--- src/rtl/atls_pkg.sv ---
`timescale 1ns / 1ps
// ----------------------------------------------------------------------------
// atls_pkg: shared types and constants for the tagged LRU set
// Way count, field widths, request modes, and the structs passed along the
// cell chain and into each cell for updates.
// ----------------------------------------------------------------------------
package atls_pkg;

	localparam int WAYS    = 16;
	localparam int WAY_W   = (WAYS > 1) ? $clog2(WAYS) : 1;
	localparam int NUM_W   = $clog2(WAYS + 1);
	localparam int TAG_W   = 40;
	localparam int STAMP_W = 64;
	localparam int COUNT_W = 5;
	localparam int CFG_W   = 5;
	localparam int MODE_W  = 2;

	localparam logic [MODE_W-1:0] MODE_FIND = 2'd0;
	localparam logic [MODE_W-1:0] MODE_REPL = 2'd1;
	localparam logic [MODE_W-1:0] MODE_MARK = 2'd2;
	localparam logic [MODE_W-1:0] MODE_NONE = 2'd3;

	// Search token that walks the chain, one cell per cycle
	typedef struct packed {
		logic               vld;
		logic [MODE_W-1:0]  mode;
		logic [TAG_W-1:0]   tag;
		logic               apx;
		logic               found;
		logic [WAY_W-1:0]   fidx;
		logic               fapx;
		logic [STAMP_W-1:0] best;
		logic [WAY_W-1:0]   bidx;
		logic               bapx;
	} token_t;

	// Update broadcast to all cells; only the addressed cell takes it
	typedef struct packed {
		logic               en;
		logic [WAY_W-1:0]   idx;
		logic               set_tag;
		logic [TAG_W-1:0]   tag;
		logic               set_stamp;
		logic [STAMP_W-1:0] stamp;
		logic               set_apx;
		logic               apx;
	} wr_t;

endpackage

--- src/rtl/atls_cell.sv ---
`timescale 1ns / 1ps
// ----------------------------------------------------------------------------
// atls_cell: one way of the set
// Holds tag, use stamp and approximate bit; folds its way into the passing
// search token and registers it for the next cell in the following cycle.
// ----------------------------------------------------------------------------
module atls_cell (
	input  logic                    clk,
	input  logic                    arst_n,
	input  logic [atls_pkg::WAY_W-1:0] idx,
	input  logic                    live,
	input  atls_pkg::token_t        tok_in,
	input  atls_pkg::wr_t           wr,
	output atls_pkg::token_t        tok_out
);
	import atls_pkg::*;

	logic [TAG_W-1:0]   tag_q;
	logic [STAMP_W-1:0] stamp_q;
	logic               apx_q;
	token_t             tok_q;
	token_t             tok_d;
	logic               match;
	logic               older;

	assign match = (tag_q == tok_in.tag);
	assign older = (idx == '0) || (stamp_q < tok_in.best);

	always_comb begin
		tok_d = tok_in;
		if (tok_in.vld && live) begin
			if ((tok_in.mode == MODE_FIND || tok_in.mode == MODE_MARK)
					&& !tok_in.found && match) begin
				tok_d.found = 1'b1;
				tok_d.fidx  = idx;
				tok_d.fapx  = apx_q;
			end
			// strict compare keeps the lowest index on a tie
			if (tok_in.mode == MODE_REPL && older) begin
				tok_d.best = stamp_q;
				tok_d.bidx = idx;
				tok_d.bapx = apx_q;
			end
		end
	end

	always_ff @(posedge clk or negedge arst_n) begin
		if (!arst_n) begin
			tok_q   <= '0;
			tag_q   <= '0;
			stamp_q <= '0;
			apx_q   <= 1'b0;
		end else begin
			tok_q <= tok_d;
			if (wr.en && wr.idx == idx) begin
				if (wr.set_tag)   tag_q   <= wr.tag;
				if (wr.set_stamp) stamp_q <= wr.stamp;
				if (wr.set_apx)   apx_q   <= wr.apx;
			end
		end
	end

	assign tok_out = tok_q;

endmodule

--- config.mk ---
export PLATFORM = sky130hd
export DESIGN_NAME = atls_cell
export DESIGN_NICKNAME = d
export VERILOG_FILES = /design/src/rtl/atls_pkg.sv /design/src/rtl/atls_cell.sv
export SDC_FILE = /design/constraint.sdc
export NUM_CORES = 1
export LEC_CHECK = 0
export BUFFER_PORTS_ARGS = -buffer_cell sky130_fd_sc_hd__buf_2
export CORE_UTILIZATION = 45
export DETAILED_ROUTE_END_ITERATION = 8
export HOLD_SLACK_MARGIN = 0.05
export PLACE_DENSITY = 0.71
export RECOVER_POWER = 100
export SYNTH_ARGS = -nofsm -noshare
export SYNTH_HDL_FRONTEND = slang
export SYNTH_SLANG_ARGS = --single-unit
--- constraint.sdc ---
create_clock -name clk -period 4.5 [get_ports clk]
set_input_delay 0.45 -clock clk [delete_from_list [all_inputs] [get_ports clk]]
set_output_delay 0.45 -clock clk [all_outputs]
set_load 0.01 [all_outputs]
==> flow_summary.yaml, run 1 <==
run_status:
  run_status: "finished with violations"
  failed_checks: "max-capacitance violations, max-slew violations"
floorplanning:
  die-width_um: 152
  floorplan.core_area_um2: 21900
  full_die_area_um2: 23000
  vertical_die_dimension_um: 152
  core.rowCount: 54
  initial_utilization_pct: 46.1
  number_of_ports_placed_on_the_die_boundary: 358
cts:
  numCtsBuffers: 25
  cts-root-to-sink-buffers: 3
  cts.reportedPaths.clkPinSlew_ps: 60
  tritoncts_num_sinks: 224
  clock_latency_on_the_worst_skew_pair_ps: 510
  root_buffer: "sky130_fd_sc_hd__clkbuf_16"
  cts_max_level: 1
  tritoncts: "yes"
placement:
  placed_cell_area_um2: 12200
  gp_routability_congestion: 0.870
  placement_stage_worst_setup_slack_ps: 894
  hpwlAfterDp_um: 19400
  numPortBuffers: 357
grt:
  first_global_vias: 7274
  grt_antenna_before_repair: 5
  maximum_number_of_pins_on_one_net_before_global_route_repair: 100
  gr-total-overflow: 0
  gr-usage-all-layers_pct: 22.1
  grt_first_pass_wirelength_um: 38600
timing:
  worst-slew-pin-transition_ps: 2660
  final.min_clock_period_ps: 3680
  achievable-frequency_mhz: 272
  layout_worst_path_cycle_share_pct: 81.7
  drv_slew: 205
  finalWorstSetupSlack_ps: 825
  maxSlewHeadroom_pct: -77.5
  finalHoldViolCount: 0
  rsz0062_at_grt: "false"
  worst_hold_slack_ps: 83.0
  setup_viol_count_final: 0
  finClkSkew_ps: 15.3
  timing.setup.tns_ps: 0
yosys:
  avgSynthCellArea_um2: 13.8
  synth_top_cells_by_count: "sky130_fd_sc_hd__dfrtp_1 (224), sky130_fd_sc_hd__mux2_2 (121), sky130_fd_sc_hd__inv_1 (69)"
  synth_nets: 1033
  synthesis.yosys.warnings: 0
  synth_area_leader_cell: "sky130_fd_sc_hd__dfrtp_1"
  synthTopCellsByArea: "sky130_fd_sc_hd__dfrtp_1 (56%), sky130_fd_sc_hd__mux2_2 (13%), sky130_fd_sc_hd__ha_1 (7.8%)"
  netlist_area_um2: 10100
  cell_count_after_synthesis: 731
  synth_enable_flop_cells: 0
  synth.most_common_cell: "sky130_fd_sc_hd__dfrtp_1"
  async_reset_ff_share_pct: 100
  netlist.area_leader.share_pct: 55.5
  synth_seq_area_share_pct: 55.5
  ys_ff_latch: 224
  postSynth.topFlopCell: "sky130_fd_sc_hd__dfrtp_1"
  synth.distinct_cells: 38
power:
  switching_share_pct: 26.9
  internal_power_w: 0.00428
  cellPowerDensity_nw_per_um2: 458
  sequentialPowerShare_pct: 44.5
  leakage_nw: 6.26
  total_switching_power_w: 0.00157
  pwr-share-comb_pct: 19.3
  irDropWorstVdd_uv: 332
  share_clk_of_total_power_pct: 36.2
finish:
  final_layout_size_suffix_gt1_share_pct: 33.2
  fill_cell_count: 1938
  multiInputGateArea_um2: 3940
  nets: 1412
  area_delta_synth_final_pct: 26.3
  layout.cell_area.non_filler_um2: 12800
  register_area_um2: 5610
  layout.core_utilization_pct: 58.3
detailed_routing:
  drt_wl_total_um: 25800
  drt_first_pass_iters: 4
  wl_per_cell_um: 18.3
  antenna_left: 0
  route.detailed.drc: 0
  vias_per_instance: 5.01
  number_of_vias_in_the_routed_layout: 7064
  detail_route.iter0.violations: 180
worst_setup_path:
  worstPathRequired_ps: 4890
  timing_worst_setup_path_type: "flip-flop to flip-flop"
  kind_of_launch_point_of_the_worst_setup_path: "flip-flop"
  critical_path.max_fanout: 14
  timing.critical_path.arrival_ps: 4060
  critPathCaptureType: "flip-flop"
worst_hold_path:
  hp-class: "input pin to flip-flop"
job:
  max-cap-violations: 3
[stage by stage]
stage / instances / total power [W]
global placement: 1357 / 0.00377
CTS: 1407 / 0.00598
finish: 1409 / 0.00585
floorplan: 731 / 0.00337
detailed placement: 1357 / 0.00383
global route: 1409 / 0.00617
[placed cells by master (no fill, tap or decap), types with 6 or more instances in the layout]
master and instances:
sky130_fd_sc_hd__xor2_1 6, sky130_fd_sc_hd__mux2_1 45, sky130_fd_sc_hd__inv_1 69, sky130_fd_sc_hd__dfrtp_1 224, sky130_fd_sc_hd__nand2_1 22, sky130_fd_sc_hd__ha_1 63
sky130_fd_sc_hd__clkbuf_16 25, sky130_fd_sc_hd__a21oi_1 22, sky130_fd_sc_hd__mux2_2 121, sky130_fd_sc_hd__clkbuf_1 165, sky130_fd_sc_hd__nand4_1 22, sky130_fd_sc_hd__nor2_1 10
sky130_fd_sc_hd__xnor2_1 38, sky130_fd_sc_hd__o21ai_0 13, sky130_fd_sc_hd__clkinv_2 7, sky130_fd_sc_hd__dlygate4sd3_1 6, sky130_fd_sc_hd__buf_2 194
[kinds of logic after synthesis]
family	synth area share, %
xor gates and xnor gates	3.82
and+or+nand+nor	4.15
AOI/OAI and AO/OA	3.53
adders and majority gates	7.81
muxes	21.3
buffers and inverters	3.85
DFF	55.5
[worst max-delay path, cell delays in order, from the launching register on]
cell	delay (ps)
sky130_fd_sc_hd__dfrtp_1	400
sky130_fd_sc_hd__ha_1	330
sky130_fd_sc_hd__nand4_1	180
sky130_fd_sc_hd__nor4_1	560
sky130_fd_sc_hd__and2_1	230
sky130_fd_sc_hd__and4_1	210
sky130_fd_sc_hd__o21ai_2	70
sky130_fd_sc_hd__a21boi_2	880
sky130_fd_sc_hd__buf_4	350
sky130_fd_sc_hd__mux2_2	350
[registers in the layout, summed over array words and instances (netlist names)]
signal   flops
stamp_q     64
apx_q        1
tag_q       40
tok_out    119
[power by group through the flow]
stage / Clock, W / Sequential, W / Combinational (W)
finish: 0.00212 / 0.00260 / 0.00113
global route: 0.00224 / 0.00266 / 0.00128
CTS: 0.00217 / 0.00261 / 0.00120
detailed placement: 0 / 0.00265 / 0.00118
global placement: 0 / 0.00263 / 0.00114
floorplan: 0 / 0.00261 / 0.000762
[worst paths after layout]
check / start / endpoint / slack (ps) / cells after the start
max: stamp_q[55]$_DFFE_PN0P_ / tok_out[6]$_DFF_PN0_ / 820 / 9
min: tok_in[105] / tok_out[105]$_DFF_PN0_ / 80 / 1
max reg2reg: stamp_q[55]$_DFFE_PN0P_ / tok_out[6]$_DFF_PN0_ / 820 / 9
min reg2reg: stamp_q[43]$_DFFE_PN0P_ / tok_out[48]$_DFF_PN0_ / 510 / 1
max in group asynchronous: arst_n / stamp_q[23]$_DFFE_PN0P_ / 1520 / 3
min in group asynchronous: arst_n / stamp_q[36]$_DFFE_PN0P_ / 1280 / 2
[area by class of cell]
type | instances | share of cell area, %
Antenna cell | 2 | 0.0392
Inverter | 69 | 2.03
Tap cell | 280 | 2.75
Clock inverter | 14 | 1.40
Clock buffer | 30 | 5.29
Sequential cell | 224 | 43.9
Multi-Input combinational cell | 419 | 30.8
Timing Repair Buffer | 371 | 13.7
[routing by layer]
metal | global-route usage (%) | wire (µm)
met5 | 0 | 41
met4 | 8.22 | 953
met3 | 5.81 | 1980
met2 | 38.9 | 13000
met1 | 25.8 | 9840
[what timing repair did]
item / in CTS / in global routing
resized for setup: 0 / 0
buffers inserted: 0 / 0
hold buffers: 6 / 0
hold endpoints to repair: 102 / 0
Power figures use the tool's default switching activity.
==> run 2: changes to the inputs <==
--- a/config.mk
+++ b/config.mk
@@ -9,7 +9,7 @@
 export CORE_UTILIZATION = 45
 export DETAILED_ROUTE_END_ITERATION = 8
 export HOLD_SLACK_MARGIN = 0.05
-export PLACE_DENSITY = 0.71
+export PLACE_DENSITY = 0.74
 export RECOVER_POWER = 100
 export SYNTH_ARGS = -nofsm -noshare
 export SYNTH_HDL_FRONTEND = slang
==> constraint.sdc (replaced) <==
create_clock -name clk -period 2.9 [get_ports clk]
set_input_delay 0.29 -clock clk [delete_from_list [all_inputs] [get_ports clk]]
set_output_delay 0.29 -clock clk [all_outputs]
set_load 0.01 [all_outputs]
==> run 2 against run 1 <==
Against the previous run: the run ends with max-capacitance violations, max-slew violations, negative setup slack left; global-route usage rose by 5.6 points; wire length rose by 31%; clock power rose by 53%; total power rose by 65%; largest cell class unchanged.
==> flow_summary.yaml, run 2 (same netlist as run 1, synthesis figures left out) <==
run_status:
  run_status: "finished with violations"
  failed_checks: "max-capacitance violations, max-slew violations, negative setup slack"
worst_setup_path:
  critPathCaptureType: "flip-flop"
  timing_worst_setup_path_type: "input pin to flip-flop"
  critical_path.max_fanout: 5
  timing.critical_path.arrival_ps: 3320
  worstPathRequired_ps: 3300
  kind_of_launch_point_of_the_worst_setup_path: "input pin"
cts:
  cts_max_level: 1
  tritoncts_num_sinks: 224
  clock_latency_on_the_worst_skew_pair_ps: 520
  numCtsBuffers: 25
  tritoncts: "yes"
  cts.reportedPaths.clkPinSlew_ps: 60
  cts-root-to-sink-buffers: 3
  root_buffer: "sky130_fd_sc_hd__clkbuf_16"
floorplanning:
  full_die_area_um2: 23000
  floorplan.core_area_um2: 21900
  initial_utilization_pct: 46.1
  vertical_die_dimension_um: 152
  core.rowCount: 54
  die-width_um: 152
  number_of_ports_placed_on_the_die_boundary: 358
timing:
  finClkSkew_ps: 11.0
  finalWorstSetupSlack_ps: -21.2
  maxSlewHeadroom_pct: -19.8
  achievable-frequency_mhz: 342
  rsz0062_at_grt: "true"
  drv_slew: 70
  setup_viol_count_final: 14
  worst-slew-pin-transition_ps: 1800
  layout_worst_path_cycle_share_pct: 101
  final.min_clock_period_ps: 2920
  finalHoldViolCount: 0
finish:
  most_common_cell_after_layout_fill_and_taps_aside: "sky130_fd_sc_hd__dlygate4sd3_1"
  final_layout_size_suffix_gt1_share_pct: 33.4
  flip_flop_count_of_the_largest_register_all_copies_and_words_added: 119
  multiInputGateArea_um2: 4320
  most-common-layout-cells: "sky130_fd_sc_hd__dlygate4sd3_1 (225), sky130_fd_sc_hd__dfrtp_1 (224), sky130_fd_sc_hd__buf_2 (188), sky130_fd_sc_hd__clkbuf_1 (167), sky130_fd_sc_hd__mux2_2 (113)"
  layout.cell_area.non_filler_um2: 15600
  fill_cell_count: 1509
  area_delta_synth_final_pct: 54.4
  register_area_um2: 5610
  nets: 1650
detailed_routing:
  wl_per_cell_um: 20.4
  antenna_left: 0
  drt_first_pass_iters: 4
  detail_route.iter0.violations: 263
  route.detailed.drc: 0
  vias_per_instance: 5.11
  drt_wl_total_um: 33700
  number_of_vias_in_the_routed_layout: 8443
grt:
  maximum_number_of_pins_on_one_net_before_global_route_repair: 71
  grt_first_pass_wirelength_um: 48100
  gr-total-overflow: 0
  first_global_vias: 9407
  grt_antenna_before_repair: 8
  gr-usage-all-layers_pct: 27.7
power:
  leakage_nw: 7.57
  cellPowerDensity_nw_per_um2: 620
  irDropWorstVdd_uv: 549
placement:
  numPortBuffers: 357
  placed_cell_area_um2: 12400
  hpwlAfterDp_um: 19500
  gp_routability_congestion: 0.811
  placement_stage_worst_setup_slack_ps: 5.89
job:
  max-cap-violations: 1
worst_hold_path:
  hp-class: "input pin to flip-flop"
-- run 2: changes by cell type in the layout (fill, tap and decap cells not counted), sizes merged --
cell and change:
buf +10, bufinv -1, clkbuf +8, clkinv -3, clkinvlp +3, diode +7, dlygate4sd3 +219, inv +1
-- run 2: metrics by stage --
step	std cells	util (%)	hold WS, ps	total power (W)	TNS (ps)
floorplan	731	-	-5.59	0.00523	0
global route	1651	71.2	98.8	0.0101	-3600
finish	1653	71.2	104	0.00967	-83.1
detailed placement	1369	56.6	301	0.00596	0
global placement	1369	56.6	294	0.00586	-2.97
CTS	1636	70.7	53.2	0.00944	0
-- run 2: final timing paths --
kind	from	end	slack, ps	cells after the start
min	wr[1]	apx_q$_DFFE_PN0P_	100	3
max in group asynchronous	arst_n	tag_q[9]$_DFFE_PN0P_	440	3
max	tok_in[10]	tok_out[29]$_DFF_PN0_	-20	14
max reg2reg	stamp_q[5]$_DFFE_PN0P_	tok_out[29]$_DFF_PN0_	20	11
min in group asynchronous	arst_n	stamp_q[38]$_DFFE_PN0P_	800	2
min reg2reg	stamp_q[0]$_DFFE_PN0P_	stamp_q[0]$_DFFE_PN0P_	520	1
-- run 2: what timing repair did --
item,4_1_cts,5_1_grt
gates resized for setup,0,31
endpoints found under the hold margin,289,1
buffers inserted,0,10
hold buffers,224,1
endpoints found under the setup margin,0,64
-- run 2: worst max-delay path, cell delays in order --
cell and delay (ps):
sky130_fd_sc_hd__dlygate4sd3_1 530, sky130_fd_sc_hd__buf_2 130, sky130_fd_sc_hd__inv_2 60, sky130_fd_sc_hd__ha_4 200
sky130_fd_sc_hd__a21o_1 180, sky130_fd_sc_hd__a221oi_2 280, sky130_fd_sc_hd__o21ai_1 120, sky130_fd_sc_hd__a2111o_1 460
sky130_fd_sc_hd__o21ai_2 230, sky130_fd_sc_hd__a21boi_4 80, sky130_fd_sc_hd__buf_12 140, sky130_fd_sc_hd__buf_4 150
sky130_fd_sc_hd__clkbuf_16 160, sky130_fd_sc_hd__mux2_4 300
-- run 2: cell type report --
class	count	share of cell area (%)
multi-input cells	419	27.7
repair buffers	609	27.0
flip-flops and latches	224	35.9
well taps	280	2.25
inverters	69	1.66
diodes	9	0.144
clock buffers	29	4.24
clock inverters	14	1.08
-- run 2: layer usage --
metal	global-route usage (%)	wire length [µm]
met1	29.4	11900
met3	6.53	2220
met5	0	11
met2	52.0	18100
met4	11.7	1480
-- run 2: report_power, final --
part           switching, W  total [W]  internal (W)
registers          0.000448    0.00412       0.00367
clock network       0.00134    0.00324       0.00191
logic               0.00100    0.00231       0.00131
